===== config.mk =====
export PLATFORM = sky130hd
export DESIGN_NAME = jet_parton_flavour_matcher_top
export DESIGN_NICKNAME = d
export VERILOG_FILES = /design/src/sv/jpfm_pkg.sv /design/src/sv/jpfm_ram_queue.sv /design/src/sv/jpfm_front.sv /design/src/sv/jpfm_back.sv /design/src/sv/jet_parton_flavour_matcher_top.sv
export SDC_FILE = /design/constraint.sdc
export NUM_CORES = 2
export LEC_CHECK = 0
export BUFFER_PORTS_ARGS = -buffer_cell sky130_fd_sc_hd__clkbuf_2
export CORE_MARGIN = 2
export CORE_UTILIZATION = 45
export DETAILED_ROUTE_END_ITERATION = 12
export PLACE_DENSITY = 0.75
export SYNTH_ARGS = -nofsm -noshare
export SYNTH_HDL_FRONTEND = slang
export SYNTH_SLANG_ARGS = --single-unit

===== constraint.sdc =====
create_clock -name clock -period 6 [get_ports clock]
set_input_delay 0.6 -clock clock [delete_from_list [all_inputs] [get_ports clock]]
set_output_delay 0.6 -clock clock [all_outputs]
set_load 0.05 [all_outputs]

===== src/sv/jpfm_pkg.sv =====
`timescale 1ns / 1ps
// ----------------------------------------------------------------------------
// jpfm_pkg
// Shared types, field widths and codes of the jet parton flavour matcher.
// ----------------------------------------------------------------------------
package jpfm_pkg;

   localparam int ETA_W      = 14;
   localparam int PHI_W      = 13;
   localparam int PT_W       = 16;
   localparam int PDG_W      = 16;
   localparam int STATUS_W   = 8;
   localparam int IDX_W      = 10;
   localparam int MODE_W     = 2;
   localparam int LIMIT_W    = 24;
   localparam int CLASS_W    = 3;
   localparam int PCOUNT_W   = 2;
   localparam int CSR_IDX_W  = 3;
   localparam int CSR_DATA_W = 24;

   localparam int DETA_W  = ETA_W + 1;
   localparam int SQ_ETA_W = 2 * DETA_W - 1;
   localparam int SQ_PHI_W = 2 * PHI_W - 1;
   localparam int D2_W     = SQ_ETA_W + 1;

   localparam int MAX_PARTICLES_DEF = 1024;
   localparam int QUEUE_DEPTH       = 4;

   // command codes
   localparam logic CMD_JET  = 1'b0;
   localparam logic CMD_PART = 1'b1;

   // match modes
   localparam logic [MODE_W-1:0] MODE_NONE = 2'd0;
   localparam logic [MODE_W-1:0] MODE_ALGO = 2'd1;
   localparam logic [MODE_W-1:0] MODE_PHYS = 2'd2;

   // result classes
   localparam logic [CLASS_W-1:0] CLASS_NONE  = 3'd0;
   localparam logic [CLASS_W-1:0] CLASS_B     = 3'd1;
   localparam logic [CLASS_W-1:0] CLASS_C     = 3'd2;
   localparam logic [CLASS_W-1:0] CLASS_LIGHT = 3'd3;
   localparam logic [CLASS_W-1:0] CLASS_PHYS  = 3'd4;

   // register indexes
   localparam logic [CSR_IDX_W-1:0] CSR_MATCH_MODE     = 3'd0;
   localparam logic [CSR_IDX_W-1:0] CSR_DELTA_R_SQ     = 3'd1;
   localparam logic [CSR_IDX_W-1:0] CSR_HARD_STATUS    = 3'd2;
   localparam logic [CSR_IDX_W-1:0] CSR_DROP_UNMATCHED = 3'd3;
   localparam logic [CSR_IDX_W-1:0] CSR_DROP_MATCHED   = 3'd4;

   localparam logic [LIMIT_W-1:0]  LIMIT_RESET  = 24'd152881;
   localparam logic [STATUS_W-1:0] STATUS_RESET = 8'd3;

   // parton id constants
   localparam logic signed [PDG_W-1:0] PDG_GLUON = 16'sd21;
   localparam logic signed [PDG_W-1:0] PDG_B     = 16'sd5;
   localparam logic signed [PDG_W-1:0] PDG_C     = 16'sd4;
   localparam logic signed [PDG_W-1:0] PDG_LOW   = 16'sd1;

   typedef enum logic [1:0] {
      KIND_LIGHT = 2'b00,
      KIND_B     = 2'b01,
      KIND_C     = 2'b10
   } kind_type;

   // classified particle travelling from front to back
   typedef struct packed {
      logic             cmd;
      logic             last;
      logic             hit;
      logic             hard;
      kind_type         kind;
      logic [PT_W-1:0]  pt;
      logic [PDG_W-1:0] pdg;
   } rec_type;

   typedef struct packed {
      logic             valid;
      logic [IDX_W-1:0] idx;
      logic [PDG_W-1:0] pdg;
      logic [PT_W-1:0]  pt;
   } cand_type;

endpackage


===== src/sv/jpfm_ram_queue.sv =====
`timescale 1ns / 1ps
// ----------------------------------------------------------------------------
// jpfm_ram_queue
// Small first-in first-out queue between the classifier and the accumulator.
// ----------------------------------------------------------------------------
module jpfm_ram_queue #(
   parameter int WIDTH = 8,
   parameter int DEPTH = 4
) (
   input  logic             clock,
   input  logic             reset,
   input  logic             push,
   input  logic [WIDTH-1:0] wr_data,
   input  logic             pop,
   output logic [WIDTH-1:0] rd_data,
   output logic             full,
   output logic             not_empty
);

   localparam int AW = (DEPTH > 1) ? $clog2(DEPTH) : 1;

   logic [WIDTH-1:0] mem_ff [DEPTH];
   logic [AW-1:0]    wr_ptr_ff;
   logic [AW-1:0]    rd_ptr_ff;
   logic [AW:0]      count_ff;
   logic [AW-1:0]    wr_ptr_in;
   logic [AW-1:0]    rd_ptr_in;

   assign full      = (count_ff == (AW+1)'(DEPTH));
   assign not_empty = (count_ff != '0);
   assign rd_data   = mem_ff[rd_ptr_ff];

   assign wr_ptr_in = (wr_ptr_ff == AW'(DEPTH - 1)) ? '0 : wr_ptr_ff + 1'b1;
   assign rd_ptr_in = (rd_ptr_ff == AW'(DEPTH - 1)) ? '0 : rd_ptr_ff + 1'b1;

   always_ff @(posedge clock) begin
      if (push) begin
         mem_ff[wr_ptr_ff] <= wr_data;
      end
   end

   always_ff @(posedge clock) begin
      if (reset) begin
         wr_ptr_ff <= '0;
         rd_ptr_ff <= '0;
         count_ff  <= '0;
      end else begin
         if (push) begin
            wr_ptr_ff <= wr_ptr_in;
         end
         if (pop) begin
            rd_ptr_ff <= rd_ptr_in;
         end
         if (push && !pop) begin
            count_ff <= count_ff + 1'b1;
         end else if (pop && !push) begin
            count_ff <= count_ff - 1'b1;
         end
      end
   end

endmodule


===== src/sv/jpfm_front.sv =====
`timescale 1ns / 1ps
// ----------------------------------------------------------------------------
// jpfm_front
// Accepts items, holds the jet direction and classifies each particle
// (parton type, status, delta-R cone test) over two pipeline stages.
// ----------------------------------------------------------------------------
module jpfm_front (
   input  logic                                 clock,
   input  logic                                 reset,
   input  logic                                 req_valid,
   output logic                                 req_stall,
   input  logic                                 req_cmd,
   input  logic signed [jpfm_pkg::ETA_W-1:0]    req_eta,
   input  logic signed [jpfm_pkg::PHI_W-1:0]    req_phi,
   input  logic [jpfm_pkg::PT_W-1:0]            req_pt,
   input  logic signed [jpfm_pkg::PDG_W-1:0]    req_pdg_id,
   input  logic [jpfm_pkg::STATUS_W-1:0]        req_status,
   input  logic                                 req_last,
   input  logic [jpfm_pkg::LIMIT_W-1:0]         delta_r_sq_limit,
   input  logic [jpfm_pkg::STATUS_W-1:0]        hard_status,
   input  logic                                 q_full,
   output logic                                 q_push,
   output jpfm_pkg::rec_type                    q_rec
);

   logic                                 advance;
   logic                                 accept;
   logic signed [jpfm_pkg::ETA_W-1:0]    jet_eta_ff;
   logic signed [jpfm_pkg::PHI_W-1:0]    jet_phi_ff;

   logic signed [jpfm_pkg::DETA_W-1:0]   deta_in;
   logic signed [jpfm_pkg::PHI_W-1:0]    dphi_in;
   logic                                 qual_in;
   jpfm_pkg::kind_type                   kind_in;

   logic                                 s1_valid_ff;
   jpfm_pkg::rec_type                    s1_rec_ff;
   logic                                 s1_qual_ff;
   logic signed [jpfm_pkg::DETA_W-1:0]   s1_deta_ff;
   logic signed [jpfm_pkg::PHI_W-1:0]    s1_dphi_ff;

   logic signed [2*jpfm_pkg::DETA_W-1:0] sq_eta_full;
   logic signed [2*jpfm_pkg::PHI_W-1:0]  sq_phi_full;

   logic                                 s2_valid_ff;
   jpfm_pkg::rec_type                    s2_rec_ff;
   logic                                 s2_qual_ff;
   logic [jpfm_pkg::SQ_ETA_W-1:0]        s2_sq_eta_ff;
   logic [jpfm_pkg::SQ_PHI_W-1:0]        s2_sq_phi_ff;

   logic [jpfm_pkg::D2_W-1:0]            d2;

   // pipeline moves as one unless the last stage cannot enter the queue
   assign advance   = !(s2_valid_ff && q_full);
   assign req_stall = !advance;
   assign accept    = req_valid && advance;

   assign deta_in = jpfm_pkg::DETA_W'(req_eta) - jpfm_pkg::DETA_W'(jet_eta_ff);
   // phi difference wraps in its own width
   assign dphi_in = req_phi - jet_phi_ff;

   always_comb begin
      qual_in = ((req_pdg_id >= jpfm_pkg::PDG_LOW) && (req_pdg_id <= jpfm_pkg::PDG_B))
             || ((req_pdg_id <= -jpfm_pkg::PDG_LOW) && (req_pdg_id >= -jpfm_pkg::PDG_B))
             || (req_pdg_id == jpfm_pkg::PDG_GLUON);
      if ((req_pdg_id == jpfm_pkg::PDG_B) || (req_pdg_id == -jpfm_pkg::PDG_B)) begin
         kind_in = jpfm_pkg::KIND_B;
      end else if ((req_pdg_id == jpfm_pkg::PDG_C) || (req_pdg_id == -jpfm_pkg::PDG_C)) begin
         kind_in = jpfm_pkg::KIND_C;
      end else begin
         kind_in = jpfm_pkg::KIND_LIGHT;
      end
   end

   always_ff @(posedge clock) begin
      if (reset) begin
         jet_eta_ff  <= '0;
         jet_phi_ff  <= '0;
         s1_valid_ff <= 1'b0;
         s2_valid_ff <= 1'b0;
      end else begin
         if (accept && (req_cmd == jpfm_pkg::CMD_JET)) begin
            jet_eta_ff <= req_eta;
            jet_phi_ff <= req_phi;
         end
         if (advance) begin
            s1_valid_ff <= accept;
            s2_valid_ff <= s1_valid_ff;
         end
      end
   end

   assign sq_eta_full = s1_deta_ff * s1_deta_ff;
   assign sq_phi_full = s1_dphi_ff * s1_dphi_ff;

   always_ff @(posedge clock) begin
      if (advance) begin
         s1_rec_ff.cmd  <= req_cmd;
         s1_rec_ff.last <= req_last;
         s1_rec_ff.hit  <= 1'b0;
         s1_rec_ff.hard <= (req_status == hard_status);
         s1_rec_ff.kind <= kind_in;
         s1_rec_ff.pt   <= req_pt;
         s1_rec_ff.pdg  <= req_pdg_id;
         s1_qual_ff     <= qual_in;
         s1_deta_ff     <= deta_in;
         s1_dphi_ff     <= dphi_in;

         s2_rec_ff      <= s1_rec_ff;
         s2_qual_ff     <= s1_qual_ff;
         s2_sq_eta_ff   <= sq_eta_full[jpfm_pkg::SQ_ETA_W-1:0];
         s2_sq_phi_ff   <= sq_phi_full[jpfm_pkg::SQ_PHI_W-1:0];
      end
   end

   assign d2 = jpfm_pkg::D2_W'(s2_sq_eta_ff) + jpfm_pkg::D2_W'(s2_sq_phi_ff);

   always_comb begin
      q_rec     = s2_rec_ff;
      q_rec.hit = s2_qual_ff && (d2 < jpfm_pkg::D2_W'(delta_r_sq_limit));
   end

   assign q_push = s2_valid_ff && !q_full;

endmodule


===== src/sv/jpfm_back.sv =====
`timescale 1ns / 1ps
// ----------------------------------------------------------------------------
// jpfm_back
// Takes classified particles from the queue, keeps the per-jet candidates
// and registers one result on the last item of each jet.
// ----------------------------------------------------------------------------
module jpfm_back #(
   parameter int MAX_PARTICLES = jpfm_pkg::MAX_PARTICLES_DEF
) (
   input  logic                                 clock,
   input  logic                                 reset,
   input  logic                                 q_not_empty,
   input  jpfm_pkg::rec_type                    q_rec,
   output logic                                 q_pop,
   input  logic [jpfm_pkg::MODE_W-1:0]          match_mode,
   input  logic                                 limit_zero,
   input  logic                                 drop_unmatched,
   input  logic                                 drop_matched,
   output logic                                 rsp_valid,
   input  logic                                 rsp_stall,
   output logic                                 rsp_matched,
   output logic [jpfm_pkg::IDX_W-1:0]           rsp_match_index,
   output logic signed [jpfm_pkg::PDG_W-1:0]    rsp_match_pdg_id,
   output logic [jpfm_pkg::PT_W-1:0]            rsp_match_pt,
   output logic [jpfm_pkg::CLASS_W-1:0]         rsp_match_class,
   output logic                                 rsp_drop_jet
);

   localparam int IDX_MAX = (1 << jpfm_pkg::IDX_W) - 1;
   localparam int CAP     = (MAX_PARTICLES - 1 > IDX_MAX) ? IDX_MAX : MAX_PARTICLES - 1;
   localparam logic [jpfm_pkg::IDX_W-1:0] CAP_IDX = jpfm_pkg::IDX_W'(CAP);

   logic [jpfm_pkg::IDX_W-1:0]    counter_ff, counter_in;
   logic                          algo_seen_ff, algo_seen_in;
   logic [jpfm_pkg::PCOUNT_W-1:0] phys_count_ff, phys_count_in;
   jpfm_pkg::cand_type            best_b_ff, best_b_in;
   jpfm_pkg::cand_type            best_c_ff, best_c_in;
   jpfm_pkg::cand_type            best_light_ff, best_light_in;
   jpfm_pkg::cand_type            phys_pick_ff, phys_pick_in;
   jpfm_pkg::cand_type            offer_cand;
   jpfm_pkg::cand_type            pick;
   logic [jpfm_pkg::CLASS_W-1:0]  pick_class;
   logic                          drop;

   logic                          rsp_valid_ff;
   logic                          matched_ff;
   logic [jpfm_pkg::IDX_W-1:0]    idx_ff;
   logic [jpfm_pkg::PDG_W-1:0]    pdg_ff;
   logic [jpfm_pkg::PT_W-1:0]     pt_ff;
   logic [jpfm_pkg::CLASS_W-1:0]  class_ff;
   logic                          drop_ff;

   function automatic jpfm_pkg::cand_type offer(jpfm_pkg::cand_type c,
                                                jpfm_pkg::cand_type n);
      jpfm_pkg::cand_type r;
      r = c;
      if (!c.valid || (n.pt > c.pt)) begin
         r = n;
      end
      return r;
   endfunction

   // results wait in the output register; only a last item's pop is blocked, and only by a held result that is stalled
   assign q_pop = q_not_empty && (!q_rec.last || !rsp_valid_ff || !rsp_stall);

   always_comb begin
      counter_in    = counter_ff;
      algo_seen_in  = algo_seen_ff;
      phys_count_in = phys_count_ff;
      best_b_in     = best_b_ff;
      best_c_in     = best_c_ff;
      best_light_in = best_light_ff;
      phys_pick_in  = phys_pick_ff;

      offer_cand.valid = 1'b1;
      offer_cand.idx   = counter_ff;
      offer_cand.pdg   = q_rec.pdg;
      offer_cand.pt    = q_rec.pt;

      if (q_rec.cmd == jpfm_pkg::CMD_JET) begin
         counter_in    = '0;
         algo_seen_in  = 1'b0;
         phys_count_in = '0;
         best_b_in     = '0;
         best_c_in     = '0;
         best_light_in = '0;
         phys_pick_in  = '0;
      end else begin
         if (counter_ff < CAP_IDX) begin
            counter_in = counter_ff + 1'b1;
         end
         if (q_rec.hit) begin
            if (!q_rec.hard) begin
               algo_seen_in = 1'b1;
               unique case (q_rec.kind)
                  jpfm_pkg::KIND_B: best_b_in = offer(best_b_ff, offer_cand);
                  jpfm_pkg::KIND_C: best_c_in = offer(best_c_ff, offer_cand);
                  default:          best_light_in = offer(best_light_ff, offer_cand);
               endcase
            end else begin
               if (phys_count_ff != '1) begin
                  phys_count_in = phys_count_ff + 1'b1;
               end
               phys_pick_in = offer_cand;
            end
         end
      end
   end

   always_comb begin
      pick       = '0;
      pick_class = jpfm_pkg::CLASS_NONE;
      if ((match_mode == jpfm_pkg::MODE_ALGO) && algo_seen_in) begin
         if (best_b_in.valid) begin
            pick       = best_b_in;
            pick_class = jpfm_pkg::CLASS_B;
         end else if (best_c_in.valid) begin
            pick       = best_c_in;
            pick_class = jpfm_pkg::CLASS_C;
         end else if (best_light_in.valid) begin
            pick       = best_light_in;
            pick_class = jpfm_pkg::CLASS_LIGHT;
         end
      end else if ((match_mode == jpfm_pkg::MODE_PHYS) && (phys_count_in == 2'd1)) begin
         pick       = phys_pick_in;
         pick.valid = 1'b1;
         pick_class = jpfm_pkg::CLASS_PHYS;
      end
      drop = !limit_zero && (pick.valid ? drop_matched : drop_unmatched);
   end

   always_ff @(posedge clock) begin
      if (reset) begin
         counter_ff    <= '0;
         algo_seen_ff  <= 1'b0;
         phys_count_ff <= '0;
         best_b_ff     <= '0;
         best_c_ff     <= '0;
         best_light_ff <= '0;
         phys_pick_ff  <= '0;
         rsp_valid_ff  <= 1'b0;
      end else begin
         if (q_pop) begin
            counter_ff    <= counter_in;
            algo_seen_ff  <= algo_seen_in;
            phys_count_ff <= phys_count_in;
            best_b_ff     <= best_b_in;
            best_c_ff     <= best_c_in;
            best_light_ff <= best_light_in;
            phys_pick_ff  <= phys_pick_in;
         end
         if (q_pop && q_rec.last) begin
            rsp_valid_ff <= 1'b1;
         end else if (!rsp_stall) begin
            rsp_valid_ff <= 1'b0;
         end
      end
   end

   always_ff @(posedge clock) begin
      if (q_pop && q_rec.last) begin
         matched_ff <= pick.valid;
         idx_ff     <= pick.idx;
         pdg_ff     <= pick.pdg;
         pt_ff      <= pick.pt;
         class_ff   <= pick_class;
         drop_ff    <= drop;
      end
   end

   assign rsp_valid        = rsp_valid_ff;
   assign rsp_matched      = matched_ff;
   assign rsp_match_index  = idx_ff;
   assign rsp_match_pdg_id = signed'(pdg_ff);
   assign rsp_match_pt     = pt_ff;
   assign rsp_match_class  = class_ff;
   assign rsp_drop_jet     = drop_ff;

`ifndef SYNTHESIS
   a_class_matches_flag: assert property (@(posedge clock) disable iff (reset)
      rsp_valid_ff |-> (matched_ff == (class_ff != jpfm_pkg::CLASS_NONE)))
      else $error("result class disagrees with matched flag");

   a_nomatch_zero: assert property (@(posedge clock) disable iff (reset)
      (rsp_valid_ff && !matched_ff) |-> ((idx_ff == '0) && (pdg_ff == '0) && (pt_ff == '0)))
      else $error("unmatched result carries nonzero payload");

   a_best_needs_seen: assert property (@(posedge clock) disable iff (reset)
      (best_b_ff.valid || best_c_ff.valid || best_light_ff.valid) |-> algo_seen_ff)
      else $error("candidate kept without algorithmic flag");

   a_jet_clears: assert property (@(posedge clock) disable iff (reset)
      (q_pop && (q_rec.cmd == jpfm_pkg::CMD_JET))
      |=> ((counter_ff == '0) && (phys_count_ff == '0) && !algo_seen_ff))
      else $error("jet item did not clear running state");
`endif

endmodule


===== src/sv/jet_parton_flavour_matcher_top.sv =====
`timescale 1ns / 1ps
// ----------------------------------------------------------------------------
// jet_parton_flavour_matcher_top
// Delta-R jet parton flavour matcher with algorithmic and physics modes.
// ----------------------------------------------------------------------------
// Usage:
//   req_* carries jet items (cmd 0) and particle items (cmd 1); an item is
//   taken on a clock edge with req_valid high and req_stall low. Every item
//   with last set yields one transaction on rsp_*, taken with rsp_valid high
//   and rsp_stall low. Registers are written on csr_* (index, data) with
//   csr_valid and csr_ready high; the user must write them only while the
//   block is idle, which the block itself does not enforce. A front pipeline
//   (difference, squares, cone compare) feeds a four-entry queue; the back
//   end updates the per-jet candidates one record a cycle unless a stalled
//   result blocks a last item. Throughput: one item per cycle when nothing
//   stalls, set by the candidate update in the back end.
//   When rsp_stall holds a result, the back end keeps taking particles up to
//   the next last item, the queue fills, and then req_stall rises.
//   Synchronous reset clears the pipeline, queue, jet direction, running
//   state and loads the register defaults; no clearing pass is needed.
// ----------------------------------------------------------------------------
module jet_parton_flavour_matcher_top #(
   parameter int MAX_PARTICLES = jpfm_pkg::MAX_PARTICLES_DEF
) (
   input  logic                                 clock,
   input  logic                                 reset,
   input  logic                                 req_valid,
   output logic                                 req_stall,
   input  logic                                 req_cmd,
   input  logic signed [jpfm_pkg::ETA_W-1:0]    req_eta,
   input  logic signed [jpfm_pkg::PHI_W-1:0]    req_phi,
   input  logic [jpfm_pkg::PT_W-1:0]            req_pt,
   input  logic signed [jpfm_pkg::PDG_W-1:0]    req_pdg_id,
   input  logic [jpfm_pkg::STATUS_W-1:0]        req_status,
   input  logic                                 req_last,
   output logic                                 rsp_valid,
   input  logic                                 rsp_stall,
   output logic                                 rsp_matched,
   output logic [jpfm_pkg::IDX_W-1:0]           rsp_match_index,
   output logic signed [jpfm_pkg::PDG_W-1:0]    rsp_match_pdg_id,
   output logic [jpfm_pkg::PT_W-1:0]            rsp_match_pt,
   output logic [jpfm_pkg::CLASS_W-1:0]         rsp_match_class,
   output logic                                 rsp_drop_jet,
   input  logic                                 csr_valid,
   output logic                                 csr_ready,
   input  logic [jpfm_pkg::CSR_IDX_W-1:0]       csr_index,
   input  logic [jpfm_pkg::CSR_DATA_W-1:0]      csr_wdata
);

   localparam int REC_W = $bits(jpfm_pkg::rec_type);

   logic [jpfm_pkg::MODE_W-1:0]   match_mode_ff;
   logic [jpfm_pkg::LIMIT_W-1:0]  limit_ff;
   logic [jpfm_pkg::STATUS_W-1:0] hard_status_ff;
   logic                          drop_unmatched_ff;
   logic                          drop_matched_ff;

   logic                          q_push;
   logic                          q_pop;
   logic                          q_full;
   logic                          q_not_empty;
   jpfm_pkg::rec_type             push_rec;
   jpfm_pkg::rec_type             pop_rec;
   logic [REC_W-1:0]              q_rd_data;

   assign csr_ready = 1'b1;

   always_ff @(posedge clock) begin
      if (reset) begin
         match_mode_ff     <= jpfm_pkg::MODE_NONE;
         limit_ff          <= jpfm_pkg::LIMIT_RESET;
         hard_status_ff    <= jpfm_pkg::STATUS_RESET;
         drop_unmatched_ff <= 1'b0;
         drop_matched_ff   <= 1'b0;
      end else if (csr_valid && csr_ready) begin
         unique case (csr_index)
            jpfm_pkg::CSR_MATCH_MODE:
               match_mode_ff <= csr_wdata[jpfm_pkg::MODE_W-1:0];
            jpfm_pkg::CSR_DELTA_R_SQ:
               limit_ff <= csr_wdata[jpfm_pkg::LIMIT_W-1:0];
            jpfm_pkg::CSR_HARD_STATUS:
               hard_status_ff <= csr_wdata[jpfm_pkg::STATUS_W-1:0];
            jpfm_pkg::CSR_DROP_UNMATCHED:
               drop_unmatched_ff <= csr_wdata[0];
            jpfm_pkg::CSR_DROP_MATCHED:
               drop_matched_ff <= csr_wdata[0];
            default: ;
         endcase
      end
   end

   jpfm_front u_front (
      .clock            (clock),
      .reset            (reset),
      .req_valid        (req_valid),
      .req_stall        (req_stall),
      .req_cmd          (req_cmd),
      .req_eta          (req_eta),
      .req_phi          (req_phi),
      .req_pt           (req_pt),
      .req_pdg_id       (req_pdg_id),
      .req_status       (req_status),
      .req_last         (req_last),
      .delta_r_sq_limit (limit_ff),
      .hard_status      (hard_status_ff),
      .q_full           (q_full),
      .q_push           (q_push),
      .q_rec            (push_rec)
   );

   jpfm_ram_queue #(
      .WIDTH (REC_W),
      .DEPTH (jpfm_pkg::QUEUE_DEPTH)
   ) u_queue (
      .clock     (clock),
      .reset     (reset),
      .push      (q_push),
      .wr_data   (REC_W'(push_rec)),
      .pop       (q_pop),
      .rd_data   (q_rd_data),
      .full      (q_full),
      .not_empty (q_not_empty)
   );

   assign pop_rec = jpfm_pkg::rec_type'(q_rd_data);

   jpfm_back #(
      .MAX_PARTICLES (MAX_PARTICLES)
   ) u_back (
      .clock            (clock),
      .reset            (reset),
      .q_not_empty      (q_not_empty),
      .q_rec            (pop_rec),
      .q_pop            (q_pop),
      .match_mode       (match_mode_ff),
      .limit_zero       (limit_ff == '0),
      .drop_unmatched   (drop_unmatched_ff),
      .drop_matched     (drop_matched_ff),
      .rsp_valid        (rsp_valid),
      .rsp_stall        (rsp_stall),
      .rsp_matched      (rsp_matched),
      .rsp_match_index  (rsp_match_index),
      .rsp_match_pdg_id (rsp_match_pdg_id),
      .rsp_match_pt     (rsp_match_pt),
      .rsp_match_class  (rsp_match_class),
      .rsp_drop_jet     (rsp_drop_jet)
   );

endmodule

## Word level (Yosys, flattened, before mapping)

Memory sizes are Yosys's and may differ from the RTL's. A register that Yosys moved wholly into a read port is not among the register bits.
Cells that the tools add are included.

- Memories: 1
- Input bits: 101
- Latch bits: 0
- Bits in read-only memories: 0
- Logic and storage cells: 192
- Bits in writable memories: 152
- Output and inout bits: 50
- Register bits: 462

Memory list:

| name | depth | bits a word | rd ports | clocked after Yosys merged registers in | write ports | RTL line | RTL |
|---|---|---|---|---|---|---|---|
| u_queue.mem_ff | 4 | 38 | 1 | 1 | 1 | jpfm_ram_queue.sv:22 | `logic [WIDTH-1:0] mem_ff [DEPTH];` |

- Mux-type cells: 49
- Div/mod/pow operators: 0
- Multipliers: 2
- Reduce and logical (&&, ||, !) cells: 45
- Add/sub/neg operators: 9
- Shift-type cells: 0
- Bitwise logic cells: 1
- Order comparisons: 9
- Equality and inequality tests: 21

Operators with widths:

| operator | count |
|---|---|
| 2-to-1 mux 43 bit | 20 |
| 2-to-1 mux 42 bit | 3 |
| equality test 16 x 4 -> 1 bit (second input constant) | 3 |
| greater-than comparator 16 bit | 3 |
| adder 29 x 25 -> 30 bit | 1 |
| < comparator 30 x 24 -> 1 bit | 1 |
| multiplier 15 x 15 -> 29 bit | 1 |
| multiplier 13 x 13 -> 25 bit | 1 |
| logical NOT 24 bit | 1 |
| 2-to-1 mux 10 bit | 2 |
| 2-to-1 mux 2 bit | 10 |
| 2-to-1 mux 3 bit | 6 |
| equality test 16 x 3 -> 1 bit (second input constant) | 1 |
| equality test 16 x 6 -> 1 bit (second input constant) | 1 |
| >= comparator 16 x 2 -> 1 bit (second input constant) | 1 |
| >= comparator 16 x 4 -> 1 bit (second input constant) | 1 |
| <= comparator 16 x 1 -> 1 bit (second input constant) | 1 |
| <= comparator 16 x 4 -> 1 bit (second input constant) | 1 |
| subtractor 14 x 14 -> 15 bit | 1 |
| logical AND 1 bit | 14 |
| subtractor 13 bit | 1 |
| AND reduction 2 bit | 6 |
| logical NOT 1 bit | 11 |
| adder 10 x 1 -> 10 bit (second input constant) | 1 |
| 19 further kinds | 44 |

## Logic depth before layout (Yosys ltp)

- Depth after elaboration: 13
- Gate-level depth with buffers: 25
- Depth with buffers taken out: 23

## By module

Synthesis repeated with hierarchy kept, for this count alone.

- Cells, all modules: 4085
- Area total of the unflattened synthesis: 41780.1 um^2

By module, submodules not included:

| module | cells each | times used | area an instance (um^2) |
|---|---|---|---|
| jpfm_front | 2143 | 1 | 21722.1 |
| jpfm_back | 1539 | 1 | 12682.2 |
| jpfm_ram_queue | 242 | 1 | 5939.4 |
| jet_parton_flavour_matcher_top | 161 | 1 | 1436.4 |

## Least setup slack after synthesis

No wires, ideal clock.

- Kind: reg2reg
- From: register u_front.s2_valid_ff
- To: register u_front.jet_phi_ff[10] (netlist bit)
- Arrival time: 7.187 ns
- Setup time: 0.071 ns
- Cell stages (with the launch flop): 7
- Clock period less this slack: 7.258 ns
- Buffers on the path: 1
- Data required time: 5.929 ns
- Slack: -1.258 ns
- Path through: dfxtp_1 -> nand3_1 -> inv_1 -> nor3b_1 -> clkbuf_1 -> nand2_1 -> a21oi_1

- Longest elaborated chain between the ends: 4

Ends and longest elaborated chain:

| element | RTL line | RTL |
|---|---|---|
| start, declared | jpfm_front.sv:45 | `logic s2_valid_ff;` |
| start signal, assigned | jpfm_front.sv:88 | `s2_valid_ff <= s1_valid_ff;` |
| logical AND 1 bit | jpfm_front.sv:54 | `assign advance = !(s2_valid_ff && q_full);` |
| via req_stall | jet_parton_flavour_matcher_top.sv:28 | `output logic req_stall,` |
| logical NOT 1 bit | jpfm_front.sv:54 |  |
| logical AND 1 bit | jpfm_front.sv:56 | `assign accept = req_valid && advance;` |
| logical AND 1 bit | jpfm_front.sv:82 | `if (accept && (req_cmd == jpfm_pkg::CMD_JET)) begin` |
| end signal, assigned | jpfm_front.sv:84 | `jet_phi_ff <= req_phi;` |
| end, declared | jpfm_front.sv:29 | `logic signed [jpfm_pkg::PHI_W-1:0] jet_phi_ff;` |

The timed path passes the listed nets, and every way through them passes these cells.
A chain may end at the register's enable or synchronous reset.

## Final worst setup path

- From: register u_front.s1_deta_ff[0] (netlist bit)
- To: register u_front.s2_sq_eta_ff[25] (netlist bit), data pin

- Longest elaborated chain between the ends: 1

Ends and longest elaborated chain:

| element | RTL line | RTL |
|---|---|---|
| start, declared | jpfm_front.sv:39 | `logic signed [jpfm_pkg::DETA_W-1:0] s1_deta_ff;` |
| start signal, assigned | jpfm_front.sv:106 | `s1_deta_ff <= deta_in;` |
| multiplier 15 x 15 -> 29 bit | jpfm_front.sv:93 | `assign sq_eta_full = s1_deta_ff * s1_deta_ff;` |
| via u_front.sq_eta_full (one bit) | jpfm_front.sv:42 | `logic signed [2*jpfm_pkg::DETA_W-1:0] sq_eta_full;` |
| end signal, assigned | jpfm_front.sv:111 | `s2_sq_eta_ff <= sq_eta_full[jpfm_pkg::SQ_ETA_W-1:0];` |
| end, declared | jpfm_front.sv:48 | `logic [jpfm_pkg::SQ_ETA_W-1:0] s2_sq_eta_ff;` |

The timed path passes the listed nets, and every way through them passes these cells.

==> metrics.md <==
| Metric | Value |
|---|---|
| TNS Setup | 0 ns |
| Top cells by area, synth | edfxtp_1, fa_1, dfxtp_1, ha_1, inv_1 |
| FILL cells | 7637 |
| Post-synth EDFFs | 355 |
| Syn Area/Cell | 10.8 um^2 |
| Initial drt markers | 2038 |
| WL final | approximately 95 mm |
| Setup slack, reg-to-reg | 0.13 ns |
| R2R Path End | u_front.s2_sq_eta_ff[25] |
| CP max FO | 11 |
| Max-slew violations | 0 |
| Crit. End Element | flop |
| Clock buffer count from CTS | 69 |
| Detail Route Antenna Nets | 0 |
| Clock Path Buffers | 3 |
| Main synth FF type | edfxtp_1 |
| Crit path DAT | roughly 6.2 ns |
| Hpwl dp | 67.3 mm |
| Number of core rows | 110 |
| Core Box Area | 0.0897 mm^2 |
| DIE HEIGHT | roughly 300 um |
| Rel. slew slack | 23.7% |
| Total gr overflow | 0 |
| RR Startpoint | u_front.s1_deta_ff[0] |
| CP Launch Type | flop |
| Vias per inst | 5.40 |
| Cell area after synthesis | 0.0406 mm^2 |
| TritonRoute pass-1 iters | 5 |
| Clock insertion delay at the later pin of the skew report | 0.66 ns |
| Setup violations, final | 0 |
| Setup CP Type | reg2reg |
| Largest net degree at the start of global routing | 122 |
| Synth top area share | 26.2% |
| Clock sink count | approximately 600 |
| Per-cell routed wire length | 18.2 um |
| Worst R2R Path Depth | 21 |
| Drc violations | 0 |
| Maxcap violations | 0 |
| Critical path origin | u_front.s1_deta_ff[0] |
| I/O pins | between 150 and 200 |
| H-tree depth | 3 |
| Ys async rst share | 0% |
| Syn. warnings | 0 |
| Max frequency | 170 MHz |
| Placed Area | 0.0434 mm^2 |
| Number of synthesized register bits | 614 |
| Hold Fails Final Rpt | 0 |
| Initial core utilization | 45.3% |
| Net count after synthesis | 4475 |
| Nets | around 4700 |
| Synth cell count leaders | inv_1, edfxtp_1, fa_1 |
| Worst slew pin tran | around 1.1 ns |
| Tot GR Track Use | 20.2% |
| Die Span X | 304 um |
| Die footprint | 0.0927 mm^2 |
| Clock transition at path regs | 0.06 ns |
| Share of post-route cells with drive strength above 1 | 14.6% |
| Critical Path RT | 6.37 ns |
| Port Buf Inserts | 149 |
| Final min period | 5.87 ns |
| Clock skew | 0.0333 ns |
| Most common cell in the netlist | inv_1 |
| Post-Syn Instances | 3763 |
| Sequential share of the synthesized area | 39.0% |
| CTS tree | done |
| Area of the multi-input gates | 0.0222 mm^2 |
| Initial antenna violation count | 1 |
| Vias in the first global route | approximately 29000 |
| Final cell count without fillers | 5209 |
| Placed instance count | 5050 |
| FF/Latch Area | 0.0158 mm^2 |
| Root buffer cell | clkbuf_16 |
| Synth area leader | edfxtp_1 |
| Gpl congestion | 0.886 |
| Vias | 28100 |
| Synthesis-to-finish area growth | 14.7% |
| Worst setup margin | 0.130 ns |
| Fin crit share | 97.8% |
| Yosys cell types | 76 |
| First-pass GRT wire length | 150 mm |
| N_diodes | 0 |
| Design area | 0.0466 mm^2 |
| Worst hold-check path type | in2reg |
| Status | finished, final reports clean |
| CP Capture Point | u_front.s2_sq_eta_ff[25] |
| Dpl ws | -0.143 ns |
-- sequential cells by signal, summed over array words and instances (netlist names), 15 cells and up, named ones only --
register                 flops
u_back.best_c_ff            43
u_front.s2_sq_eta_ff        28
u_back.rsp_match_pt         16
u_front.s1_rec_ff           37
u_back.rsp_match_pdg_id     16
u_front.s2_sq_phi_ff        24
u_back.best_light_ff        43
u_front.q_rec               37
u_front.s1_deta_ff          15
limit_ff                    24
u_back.phys_pick_ff         42
u_back.best_b_ff            43
u_queue.mem_ff             152
-- how the worst min path moves through the flow --
stage                          startpoint                    end  cells after the start
finish                          req_pt[9]  u_front.s1_rec_ff[25]                      1
global route                    req_pt[9]  u_front.s1_rec_ff[25]                      1
CTS                             req_pt[9]  u_front.s1_rec_ff[25]                      1
detailed placement  u_front.s1_rec_ff[14]      u_front.q_rec[14]                      0
global placement     u_front.s1_rec_ff[5]       u_front.q_rec[5]                      0
floorplan            u_front.s1_rec_ff[0]       u_front.q_rec[0]                      0
-- layer usage --
metal  share of wire [%]  track usage [%]  up-vias
li1                    -                -    13100
met4                 2.7             6.59        0
met5                   0                0        -
met1                  41             25.5    14000
met2                  50             35.4      803
met3                 5.5             3.06      166
-- logic make-up (layout without fill, tap and decap cells) --
| family | count (synthesis) | count (layout) | share of synthesized area (%) |
|---|---|---|---|
| and+or+nand+nor | 844 | 844 | 9.40 |
| muxes | 205 | 205 | 6.21 |
| AOI/OAI and AO/OA | 600 | 600 | 10.4 |
| buffers and inverters | 775 | 1045 | 7.50 |
| adders and majority gates | 611 | 611 | 25.1 |
| DFF | 614 | 614 | 39.0 |
| xor gates and xnor gates | 112 | 112 | 2.41 |
| other | 2 | 2 | 0.0185 |
-- cells in the final DEF (no fill, tap or decap), types with 12 or more instances in the layout --
master / instances
buf_4: 158
xnor2_1: 87
edfxtp_1: 355
and2_1: 68
ha_1: 262
dfxtp_1: 257
bufinv_16: 13
o21ai_0: 42
a21o_1: 46
o21a_1: 18
nand2b_1: 15
a21oi_1: 129
clkbuf_2: 148
inv_2: 13
o22a_1: 40
a22oi_1: 168
nor2_1: 321
nand2_1: 249
mux4_2: 37
nor2b_1: 35
mux2i_1: 162
xor2_1: 25
nor3_1: 24
o221ai_1: 40
fa_1: 332
nand2_2: 13
clkbuf_16: 73
inv_1: 577
nand3_1: 21
a31oi_1: 12
nand4_1: 19
-- repair_timing --
| action | 4_1_cts | 5_1_grt |
|---|---|---|
| endpoints found under the setup margin | 6 | 16 |
| gates resized for setup | 6 | 92 |
| pin swaps | 3 | 64 |
| hold buffers | 0 | 0 |
| cloned | 0 | 1 |
| setup buffers | 3 | 32 |
-- cell type report --
type	instances	share of cell area (%)
Sequential cell	614	34.0
Multi-Input combinational cell	2374	47.6
Inverter	590	4.75
Tap cell	1176	3.16
Timing Repair Buffer	329	4.91
Clock buffer	86	4.09
Clock inverter	40	1.46
-- metrics by stage --
| step | utilization, % | hold slack, ns |
|---|---|---|
| 3_5_place_dp | 48.3 | 0.405 |
| 4_1_cts | 51.3 | 0.0920 |
| 3_3_place_gp | 48.3 | 0.403 |
| 6_report | 51.9 | 0.119 |
| 2_1_floorplan | - | 0.400 |
| 5_1_grt | 51.9 | 0.105 |
-- critical path, cell delays in order, from the launching register on --
cell      delay, ns
edfxtp_1       0.37
buf_4          0.16
buf_4          0.18
nand2_1        0.13
fa_1           0.44
fa_1           0.49
inv_1          0.05
fa_1           0.46
ha_1           0.33
fa_1           0.54
inv_1          0.05
fa_1           0.53
inv_1          0.05
ha_1           0.34
nand4_1        0.15
a221oi_2       0.31
o41ai_4        0.13
a21oi_4        0.17
a31oi_4        0.12
buf_6          0.13
a311o_1        0.35
xnor2_1        0.14
Power is not shown: default switching activity piles up to over one toggle a cycle in this logic, so the estimate is an artifact.
